<file path="src/hw/rtl/rcfr_pkg.sv">
// shared types and constants for the relay controller with frame receiver
`default_nettype none

package rcfr_pkg;

  // operation codes of an input item
  localparam logic [2:0] OP_SAMPLE  = 3'd0;
  localparam logic [2:0] OP_BYTE    = 3'd1;
  localparam logic [2:0] OP_MODE    = 3'd2;
  localparam logic [2:0] OP_TOGGLE1 = 3'd3;
  localparam logic [2:0] OP_TOGGLE2 = 3'd4;

  // frame status codes
  localparam logic [1:0] FS_NONE    = 2'd0;
  localparam logic [1:0] FS_APPLIED = 2'd1;
  localparam logic [1:0] FS_IGNORED = 2'd2;
  localparam logic [1:0] FS_BAD     = 2'd3;

  // configuration register indexes
  localparam int unsigned CFG_IDX_W = 2;
  localparam logic [CFG_IDX_W-1:0] REG_GAS_ON    = 2'd0;
  localparam logic [CFG_IDX_W-1:0] REG_GAS_OFF   = 2'd1;
  localparam logic [CFG_IDX_W-1:0] REG_LIGHT_ON  = 2'd2;
  localparam logic [CFG_IDX_W-1:0] REG_LIGHT_OFF = 2'd3;

  // field widths
  localparam int unsigned LEVEL_W = 12;
  localparam int unsigned BYTE_W  = 8;
  localparam int unsigned OP_W    = 3;
  localparam int unsigned POS_W   = 5;

  // threshold reset values
  localparam logic [LEVEL_W-1:0] ON_LEVEL_RST  = 12'd2500;
  localparam logic [LEVEL_W-1:0] OFF_LEVEL_RST = 12'd2300;

  // frame layout
  localparam logic [BYTE_W-1:0] FRAME_START  = 8'hAA;
  localparam logic [BYTE_W-1:0] FRAME_END    = 8'h55;
  localparam logic [POS_W-1:0]  PAYLOAD_LAST = 5'd15;
  localparam logic [POS_W-1:0]  RELAY_POS    = 5'd14;
  localparam logic [POS_W-1:0]  CHECK_POS    = 5'd16;
  localparam logic [POS_W-1:0]  LAST_POS     = 5'd17;

  // frame receiver event towards the relay control
  typedef struct packed {
    logic       apply;
    logic [1:0] relays;
    logic [1:0] status;
  } frm_evt_t;

  // one result item
  typedef struct packed {
    logic       relay_one;
    logic       relay_two;
    logic       buzzer;
    logic       auto_active;
    logic [1:0] frame_status;
  } res_t;

endpackage

`default_nettype wire

</file>
<file path="src/hw/rtl/rcfr_frame_rx.sv">
// serial command frame receiver: start detect, payload xor, end and checksum check
`default_nettype none

module rcfr_frame_rx
  import rcfr_pkg::*;
(
  input  wire logic              clk_i,
  input  wire logic              rst_ni,
  input  wire logic              take_i,
  input  wire logic [BYTE_W-1:0] byte_i,
  input  wire logic              auto_i,
  output frm_evt_t               evt_o
);

  logic [POS_W-1:0]  count_q, count_d;
  logic [BYTE_W-1:0] xor_q, xor_d;
  logic [1:0]        cmd_q, cmd_d;
  logic [BYTE_W-1:0] chk_q, chk_d;
  logic              good;

  always_comb begin
    count_d = count_q;
    xor_d   = xor_q;
    cmd_d   = cmd_q;
    chk_d   = chk_q;
    good    = 1'b0;
    evt_o   = '{apply: 1'b0, relays: cmd_q, status: FS_NONE};
    if (byte_i == FRAME_START) begin
      // a start byte always reopens the frame
      count_d = POS_W'(1);
      xor_d   = '0;
    end else if (count_q != '0) begin
      if (count_q <= PAYLOAD_LAST) begin
        xor_d = xor_q ^ byte_i;
      end
      if (count_q == RELAY_POS) begin
        cmd_d = byte_i[1:0];
      end
      if (count_q == CHECK_POS) begin
        chk_d = byte_i;
      end
      if (count_q >= LAST_POS) begin
        count_d = '0;
        good    = (byte_i == FRAME_END) && (chk_d == xor_d);
        if (good) begin
          evt_o.status = auto_i ? FS_IGNORED : FS_APPLIED;
          evt_o.apply  = ~auto_i;
        end else begin
          evt_o.status = FS_BAD;
        end
        evt_o.relays = cmd_d;
      end else begin
        count_d = count_q + POS_W'(1);
      end
    end
    if (!take_i) begin
      evt_o = '{apply: 1'b0, relays: cmd_q, status: FS_NONE};
    end
  end

  always_ff @(posedge clk_i or negedge rst_ni) begin
    if (!rst_ni) begin
      count_q <= '0;
      xor_q   <= '0;
      cmd_q   <= '0;
      chk_q   <= '0;
    end else if (take_i) begin
      count_q <= count_d;
      xor_q   <= xor_d;
      cmd_q   <= cmd_d;
      chk_q   <= chk_d;
    end
  end

endmodule

`default_nettype wire

</file>
<file path="src/hw/rtl/rcfr_ctrl.sv">
// relay, buzzer and mode state with hysteresis control
`default_nettype none

module rcfr_ctrl
  import rcfr_pkg::*;
#(
  parameter int unsigned LVL_W = 12
) (
  input  wire logic             clk_i,
  input  wire logic             rst_ni,
  input  wire logic             step_i,
  input  wire logic [OP_W-1:0]  op_i,
  input  wire logic [LVL_W-1:0] gas_i,
  input  wire logic [LVL_W-1:0] light_i,
  input  wire logic [LVL_W-1:0] gas_on_i,
  input  wire logic [LVL_W-1:0] gas_off_i,
  input  wire logic [LVL_W-1:0] light_on_i,
  input  wire logic [LVL_W-1:0] light_off_i,
  input  frm_evt_t              evt_i,
  output logic                  auto_o,
  output res_t                  res_o
);

  logic             alarm_q, alarm_d;
  logic             r1_q, r1_d;
  logic             r2_q, r2_d;
  logic             auto_q, auto_d;
  logic [LVL_W-1:0] gas_q, gas_d;
  logic [LVL_W-1:0] light_q, light_d;

  always_comb begin
    alarm_d = alarm_q;
    r1_d    = r1_q;
    r2_d    = r2_q;
    auto_d  = auto_q;
    gas_d   = gas_q;
    light_d = light_q;
    case (op_i)
      OP_SAMPLE: begin
        gas_d   = gas_i;
        light_d = light_i;
      end
      OP_BYTE: begin
        if (evt_i.apply) begin
          r1_d = evt_i.relays[0];
          r2_d = evt_i.relays[1];
        end
      end
      OP_MODE: begin
        auto_d = ~auto_q;
      end
      OP_TOGGLE1: begin
        if (!auto_q) begin
          r1_d = ~r1_q;
        end
      end
      OP_TOGGLE2: begin
        if (!auto_q) begin
          r2_d = ~r2_q;
        end
      end
      default: begin
      end
    endcase
    // control rule on the latest samples, on test first
    if (gas_d >= gas_on_i) begin
      alarm_d = 1'b1;
    end else if (gas_d <= gas_off_i) begin
      alarm_d = 1'b0;
    end
    if (auto_d) begin
      r1_d = alarm_d;
      if (light_d >= light_on_i) begin
        r2_d = 1'b1;
      end else if (light_d <= light_off_i) begin
        r2_d = 1'b0;
      end
    end
  end

  always_ff @(posedge clk_i or negedge rst_ni) begin
    if (!rst_ni) begin
      alarm_q <= 1'b0;
      r1_q    <= 1'b0;
      r2_q    <= 1'b0;
      auto_q  <= 1'b1;
      gas_q   <= '0;
      light_q <= '0;
    end else if (step_i) begin
      alarm_q <= alarm_d;
      r1_q    <= r1_d;
      r2_q    <= r2_d;
      auto_q  <= auto_d;
      gas_q   <= gas_d;
      light_q <= light_d;
    end
  end

  assign auto_o = auto_q;

  always_comb begin
    res_o.relay_one    = r1_d;
    res_o.relay_two    = r2_d;
    res_o.buzzer       = alarm_d;
    res_o.auto_active  = auto_d;
    res_o.frame_status = evt_i.status;
  end

endmodule

`default_nettype wire

</file>
<file path="src/hw/rtl/relay_controller_with_frame_rx_core.sv">
// Top level of the relay controller with serial command frame receiver.
// Input channel (in_valid_i / in_stall_o) carries one event per transaction:
// a gas and light sample, a received serial byte, a mode toggle or a manual
// relay toggle. Every accepted transaction gives exactly one result on the
// output channel (out_valid_o / out_stall_i): both relay drives, the buzzer,
// the auto mode flag and the frame status of that event.
// The event waits in the input register, and the control and frame logic run
// between that register and the result register. One transaction per cycle
// is sustained while out_stall_i is low; the result register lets a new
// event be taken while a finished result waits.
// When the receiver stalls, the result register holds its payload, the input
// register fills, and in_stall_o rises until the result is taken.
// Thresholds are to be written through cfg_valid_i / cfg_ready_o while idle;
// the block does not enforce this, and the port is always ready. Reset clears both registers' valid flags, closes
// any open frame, clears relays and alarm, selects auto mode and loads the
// default thresholds.
`default_nettype none

module relay_controller_with_frame_rx_core
  import rcfr_pkg::*;
#(
  parameter int unsigned ADC_BITS = 12
) (
  input  wire logic                 clk_i,
  input  wire logic                 rst_ni,
  input  wire logic                 in_valid_i,
  output logic                      in_stall_o,
  input  wire logic [OP_W-1:0]      op_i,
  input  wire logic [LEVEL_W-1:0]   gas_level_i,
  input  wire logic [LEVEL_W-1:0]   light_level_i,
  input  wire logic [BYTE_W-1:0]    rx_byte_i,
  output logic                      out_valid_o,
  input  wire logic                 out_stall_i,
  output logic                      relay_one_o,
  output logic                      relay_two_o,
  output logic                      buzzer_o,
  output logic                      auto_active_o,
  output logic [1:0]                frame_status_o,
  input  wire logic                 cfg_valid_i,
  output logic                      cfg_ready_o,
  input  wire logic [CFG_IDX_W-1:0] cfg_index_i,
  input  wire logic [LEVEL_W-1:0]   cfg_data_i
);

  // readings keep only their low ADC_BITS bits, at most LEVEL_W
  localparam int unsigned LvlW = (ADC_BITS < LEVEL_W) ? ADC_BITS : LEVEL_W;
  localparam logic [LvlW-1:0] OnRst  = ON_LEVEL_RST[LvlW-1:0];
  localparam logic [LvlW-1:0] OffRst = OFF_LEVEL_RST[LvlW-1:0];

  logic              in_valid_q, in_valid_d;
  logic [OP_W-1:0]   op_q;
  logic [LvlW-1:0]   gas_q;
  logic [LvlW-1:0]   light_q;
  logic [BYTE_W-1:0] rx_q;
  logic              out_valid_q, out_valid_d;
  res_t              res_q;
  res_t              res_d;
  logic              adv;
  logic              accept;
  logic              auto_now;
  frm_evt_t          evt;

  logic [LvlW-1:0] gas_on_q, gas_off_q, light_on_q, light_off_q;

  assign adv         = in_valid_q & (~out_valid_q | ~out_stall_i);
  assign in_stall_o  = in_valid_q & ~adv;
  assign accept      = in_valid_i & ~in_stall_o;
  assign in_valid_d  = accept | (in_valid_q & ~adv);
  assign out_valid_d = adv | (out_valid_q & out_stall_i);
  assign cfg_ready_o = 1'b1;

  always_ff @(posedge clk_i or negedge rst_ni) begin
    if (!rst_ni) begin
      in_valid_q  <= 1'b0;
      out_valid_q <= 1'b0;
    end else begin
      in_valid_q  <= in_valid_d;
      out_valid_q <= out_valid_d;
    end
  end

  always_ff @(posedge clk_i) begin
    if (accept) begin
      op_q    <= op_i;
      gas_q   <= gas_level_i[LvlW-1:0];
      light_q <= light_level_i[LvlW-1:0];
      rx_q    <= rx_byte_i;
    end
    if (adv) begin
      res_q <= res_d;
    end
  end

  always_ff @(posedge clk_i or negedge rst_ni) begin
    if (!rst_ni) begin
      gas_on_q    <= OnRst;
      gas_off_q   <= OffRst;
      light_on_q  <= OnRst;
      light_off_q <= OffRst;
    end else if (cfg_valid_i && cfg_ready_o) begin
      case (cfg_index_i)
        REG_GAS_ON:    gas_on_q    <= cfg_data_i[LvlW-1:0];
        REG_GAS_OFF:   gas_off_q   <= cfg_data_i[LvlW-1:0];
        REG_LIGHT_ON:  light_on_q  <= cfg_data_i[LvlW-1:0];
        REG_LIGHT_OFF: light_off_q <= cfg_data_i[LvlW-1:0];
        default: begin
        end
      endcase
    end
  end

  rcfr_frame_rx u_frame_rx (
    .clk_i  (clk_i),
    .rst_ni (rst_ni),
    .take_i (adv && (op_q == OP_BYTE)),
    .byte_i (rx_q),
    .auto_i (auto_now),
    .evt_o  (evt)
  );

  rcfr_ctrl #(
    .LVL_W (LvlW)
  ) u_ctrl (
    .clk_i       (clk_i),
    .rst_ni      (rst_ni),
    .step_i      (adv),
    .op_i        (op_q),
    .gas_i       (gas_q),
    .light_i     (light_q),
    .gas_on_i    (gas_on_q),
    .gas_off_i   (gas_off_q),
    .light_on_i  (light_on_q),
    .light_off_i (light_off_q),
    .evt_i       (evt),
    .auto_o      (auto_now),
    .res_o       (res_d)
  );

  assign out_valid_o    = out_valid_q;
  assign relay_one_o    = res_q.relay_one;
  assign relay_two_o    = res_q.relay_two;
  assign buzzer_o       = res_q.buzzer;
  assign auto_active_o  = res_q.auto_active;
  assign frame_status_o = res_q.frame_status;

endmodule

`default_nettype wire

</file>
<file path="config.mk">
export PLATFORM = sky130hd
export DESIGN_NAME = relay_controller_with_frame_rx_core
export DESIGN_NICKNAME = d
export VERILOG_FILES = /design/src/hw/rtl/rcfr_pkg.sv /design/src/hw/rtl/rcfr_frame_rx.sv /design/src/hw/rtl/rcfr_ctrl.sv /design/src/hw/rtl/relay_controller_with_frame_rx_core.sv
export SDC_FILE = /design/constraint.sdc
export NUM_CORES = 1
export LEC_CHECK = 0
export BUFFER_PORTS_ARGS = -buffer_cell sky130_fd_sc_hd__buf_2
export CORE_UTILIZATION = 37
export DETAILED_ROUTE_END_ITERATION = 6
export GPL_TIMING_DRIVEN = 1
export RECOVER_POWER = 25
export SETUP_SLACK_MARGIN = 0.4
export SLEW_MARGIN = 20
export SYNTH_ARGS = -nofsm -noshare
export SYNTH_HDL_FRONTEND = slang
export SYNTH_SLANG_ARGS = --single-unit
</file>
<file path="constraint.sdc">
create_clock -name clk_i -period 6.9 [get_ports clk_i]
set_input_delay 1.38 -clock clk_i [delete_from_list [all_inputs] [get_ports clk_i]]
set_output_delay 1.38 -clock clk_i [all_outputs]
set_load 0.005 [all_outputs]
</file>
==> reports/metrics.json <==
{
  "timing": {
    "unrepaired_setup_endpoints_after_global_routing": "no",
    "worst-slew-pin-transition_ns": 2.787,
    "setup_tns_ns": 0,
    "finalWorstPathRequiredPeriod_ns": 3.754,
    "finalHoldViolCount": 0,
    "final_min_period_over_clock_period": 0.5440,
    "clock_skew_ns": 0.009457,
    "finalMaxSlewViolations": 47,
    "setup_viol_count_final": 0,
    "slew-limit-headroom": -0.8580,
    "fmax_mhz": 266.4
  },
  "worst_setup_path": {
    "startpoint_type": "primary input",
    "timing.critical_path.slowest_stage_cell": "clkbuf_1",
    "cp_data_required_time_ns": 7.37,
    "critical_path_arrival_ns": 4.22,
    "critPathKind": "primary input to async pin",
    "worst_case_register_to_register_setup_slack_ns": 3.25,
    "cp_num_buf_inv": 2,
    "worst_path_largest_cell_delay_ns": 1.93,
    "ff2ff_path_depth": 10,
    "critical-path-top-delay-family": "buffers and inverters",
    "rr_startpoint": "u_frame_rx.count_q[4]",
    "timing.critical_path.to_type": "async pin",
    "crit-reg2reg-capture": "relay_one_o",
    "worstPathMaxFanout": 56,
    "worstPathCellList": "clkbuf_1 -> buf_4"
  },
  "floorplanning": {
    "floorplan.die.height_um": 145.5,
    "io_pins": 63,
    "fp-row-count": 52,
    "chipWidth_um": 145.5,
    "dieArea_um2": 21160,
    "initial_util": 0.3763,
    "floorplan.core_area_um2": 20230
  },
  "synthesis": {
    "synth_enable_flop_cells": 41,
    "dominantRegCellSynth": "dfrtp_1",
    "synth_largest_area_cell": "dfrtp_1",
    "synth_most_common_cell": "nor2_1",
    "synthDistinctLibCells": 60,
    "postSynth.asyncResetShare": 0.7113,
    "syn-cell-area_um2": 7615,
    "share_of_synthesized_area_occupied_by_flip_flops_and_latches": 0.4977,
    "netlist_top_cells_count": "nor2_1 (99), dfrtp_1 (76), mux2_2 (69), inv_1 (55), ha_1 (53)",
    "yosysTopAreaCellShare": 0.2498,
    "synth_area_leaders": "dfrtp_1 (25%), edfxtp_1 (16%), mux2_2 (10%)",
    "synth_nets": 818,
    "yosysWarnings": 0,
    "ys_seq_elements": 142,
    "post_synthesis_cell_count": 711,
    "post_synth.cell_area_avg_um2": 10.71
  },
  "placed_design": {
    "dp_hpwl_mm": 11.10,
    "dpl.cell_count": 1018,
    "gp_congestion": 0.7899,
    "port-buffer-count": 61
  },
  "drt": {
    "avgRoutedWirePerCell_um": 15.56,
    "routed_wirelength_mm": 16.33,
    "via_count_normalized_by_instance_count": 4.968,
    "route.vias.total": 5216,
    "antenna_violating_nets_post_route": 0,
    "drtIter0Drc": 282,
    "drt_drc_violations_left": 1,
    "detail_route.first_pass.iterations": 7
  },
  "final_layout": {
    "combined_area_of_the_multi_input_logic_cells_um2": 3496,
    "layout.filler_cells": 1911,
    "area_growth_pct": 15.26,
    "antennaDiodeCount": 0,
    "area.sequential_um2": 3790,
    "final-instance-count-excl-fill": 1050,
    "final_core_utilization": 0.4338,
    "fin_nets": 874,
    "final_layout_size_suffix_gt1_frac": 0.2487
  },
  "global_routing": {
    "global_route.usage.met3": 0.03480,
    "initial_antenna_violation_count": 0,
    "grt_remaining_overflow": 0,
    "groute.layer.met1.usage": 0.2195,
    "grt_pass1_vias": 5205,
    "grt_max_degree": 57,
    "grt_pass1_wl_mm": 27.35,
    "globalRoute.busiestLayer": "met2",
    "gr-usage-all-layers": 0.1664,
    "groute.layer.met2.usage": 0.2738
  },
  "clock_tree": {
    "cts_inserted_buffers": 17,
    "clock_sink_count": 142,
    "cts_clk_pin_slew_worst_paths_ns": 0.06,
    "htree_levels": 4,
    "cts_post_setup_buffers_inserted": 0,
    "clockRootBuffer": "clkbuf_16",
    "cts-resized-gates": 0,
    "clockBufferDepth": 2,
    "tritoncts": "done",
    "ctsHoldBuffers": 0,
    "worst_skew_pair.late_latency_ns": 0.42
  },
  "min_path": {
    "holdPathEnd": "out_valid_o",
    "holdCritStartpoint": "in_valid_q",
    "timing.hold.worst_path_depth": 1,
    "min_path_type": "flop to flop"
  },
  "job": {
    "max_cap_viol_count": 1
  },
  "outcome": {
    "run_status": "complete, but fails checks",
    "violated_checks": "DRC, capacitance limit, slew limit"
  },
  "power": {
    "worst_ir_drop_vdd_v": 0.0001664,
    "power_density_nw_per_um2": 330.2,
    "p_leak_uw": 0.003716,
    "p_total_uw": 2898
  }
}
-- how the worst max path moves through the flow --
stage	end	slack [ns]	depth (start not counted)	startpoint
4_1_cts	relay_two_o	3.27	10	u_frame_rx.count_q[4]
6_report	gas_on_q[5]	3.15	2	rst_ni
3_5_place_dp	u_frame_rx.count_q[1]	3.21	9	out_stall_i
3_3_place_gp	u_frame_rx.count_q[2]	3.30	9	out_stall_i
2_1_floorplan	u_ctrl.alarm_q	3.40	13	op_q[2]
5_1_grt	gas_on_q[10]	2.47	2	rst_ni
-- placed cells by master, fill, tap and decap left out, types with 6 or more instances in the layout --
cell type	n
nand2_1	39
buf_4	6
edfxtp_1	41
clkbuf_16	17
nand3_1	9
mux2i_1	12
a21oi_1	30
xnor2_1	7
clkbuf_1	7
mux2_2	69
and2_1	8
nor2_1	99
dfrtp_1	76
ha_1	53
nor3b_1	8
inv_1	55
nand4_1	10
nand2b_1	8
dfstp_2	25
a2bb2oi_1	7
a21o_1	16
buf_2	57
o2111ai_1	8
o21ai_0	39
nor3_1	7
-- registers in the layout (all words and copies together) (netlist names), 5 cells and up --
signal and flops:
rx_q 8, light_off_q 12, gas_off_q 12, light_q 12
gas_q 12, light_on_q 12, u_ctrl.gas_q 12, u_frame_rx.count_q 5
gas_on_q 12, u_ctrl.light_q 12, u_frame_rx.chk_q 8, u_frame_rx.xor_q 8
-- kinds of logic (layout without fill, tap and decap cells) --
group                      count (synthesis)  count (layout)  synth area share
other                                      1               1         0.0004925
DFF                                      142             142            0.4977
and+or+nand+nor                          215             215            0.1359
muxes                                     81              81            0.1178
adders and majority gates                 53              53           0.08709
AOI/OAI and AO/OA                        123             123            0.1037
buffers and inverters                     85             154           0.04469
xor gates and xnor gates                  11              11           0.01265
-- through the flow --
stage                     cell area, um^2  hold slack, ns  setup WS, ns
final                                8777          0.4902         3.146
after global routing                 8777          0.5110         2.471
after CTS                            8785          0.4907         3.268
after detailed placement             8183          0.4772         3.211
after global placement               8183          0.4731         3.299
after floorplan                      7615          0.4574         3.396
-- metal layers --
layer | part of all wire | up-vias
li1 | - | 2617
met1 | 0.47 | 2513
met2 | 0.48 | 69
met3 | 0.034 | 17
met4 | 0.012 | 0
met5 | 0 | -
-- area by class of cell --
| cell class | instances | area share |
|---|---|---|
| flip-flops and latches | 142 | 0.4318 |
| multi-input cells | 484 | 0.3983 |
| clock buffers | 22 | 0.05289 |
| repair buffers | 67 | 0.03934 |
| well taps | 270 | 0.03849 |
| inverters | 55 | 0.02352 |
| clock inverters | 10 | 0.01568 |
-- power by group --
group / switching, uW / leakage, uW / total [uW] / internal [uW]
Combinational: 410 / 0.00188 / 775 / 366
Clock: 357 / 0.000290 / 945 / 588
Sequential: 122 / 0.00154 / 1180 / 1060
(Power assumes the default switching activity.)
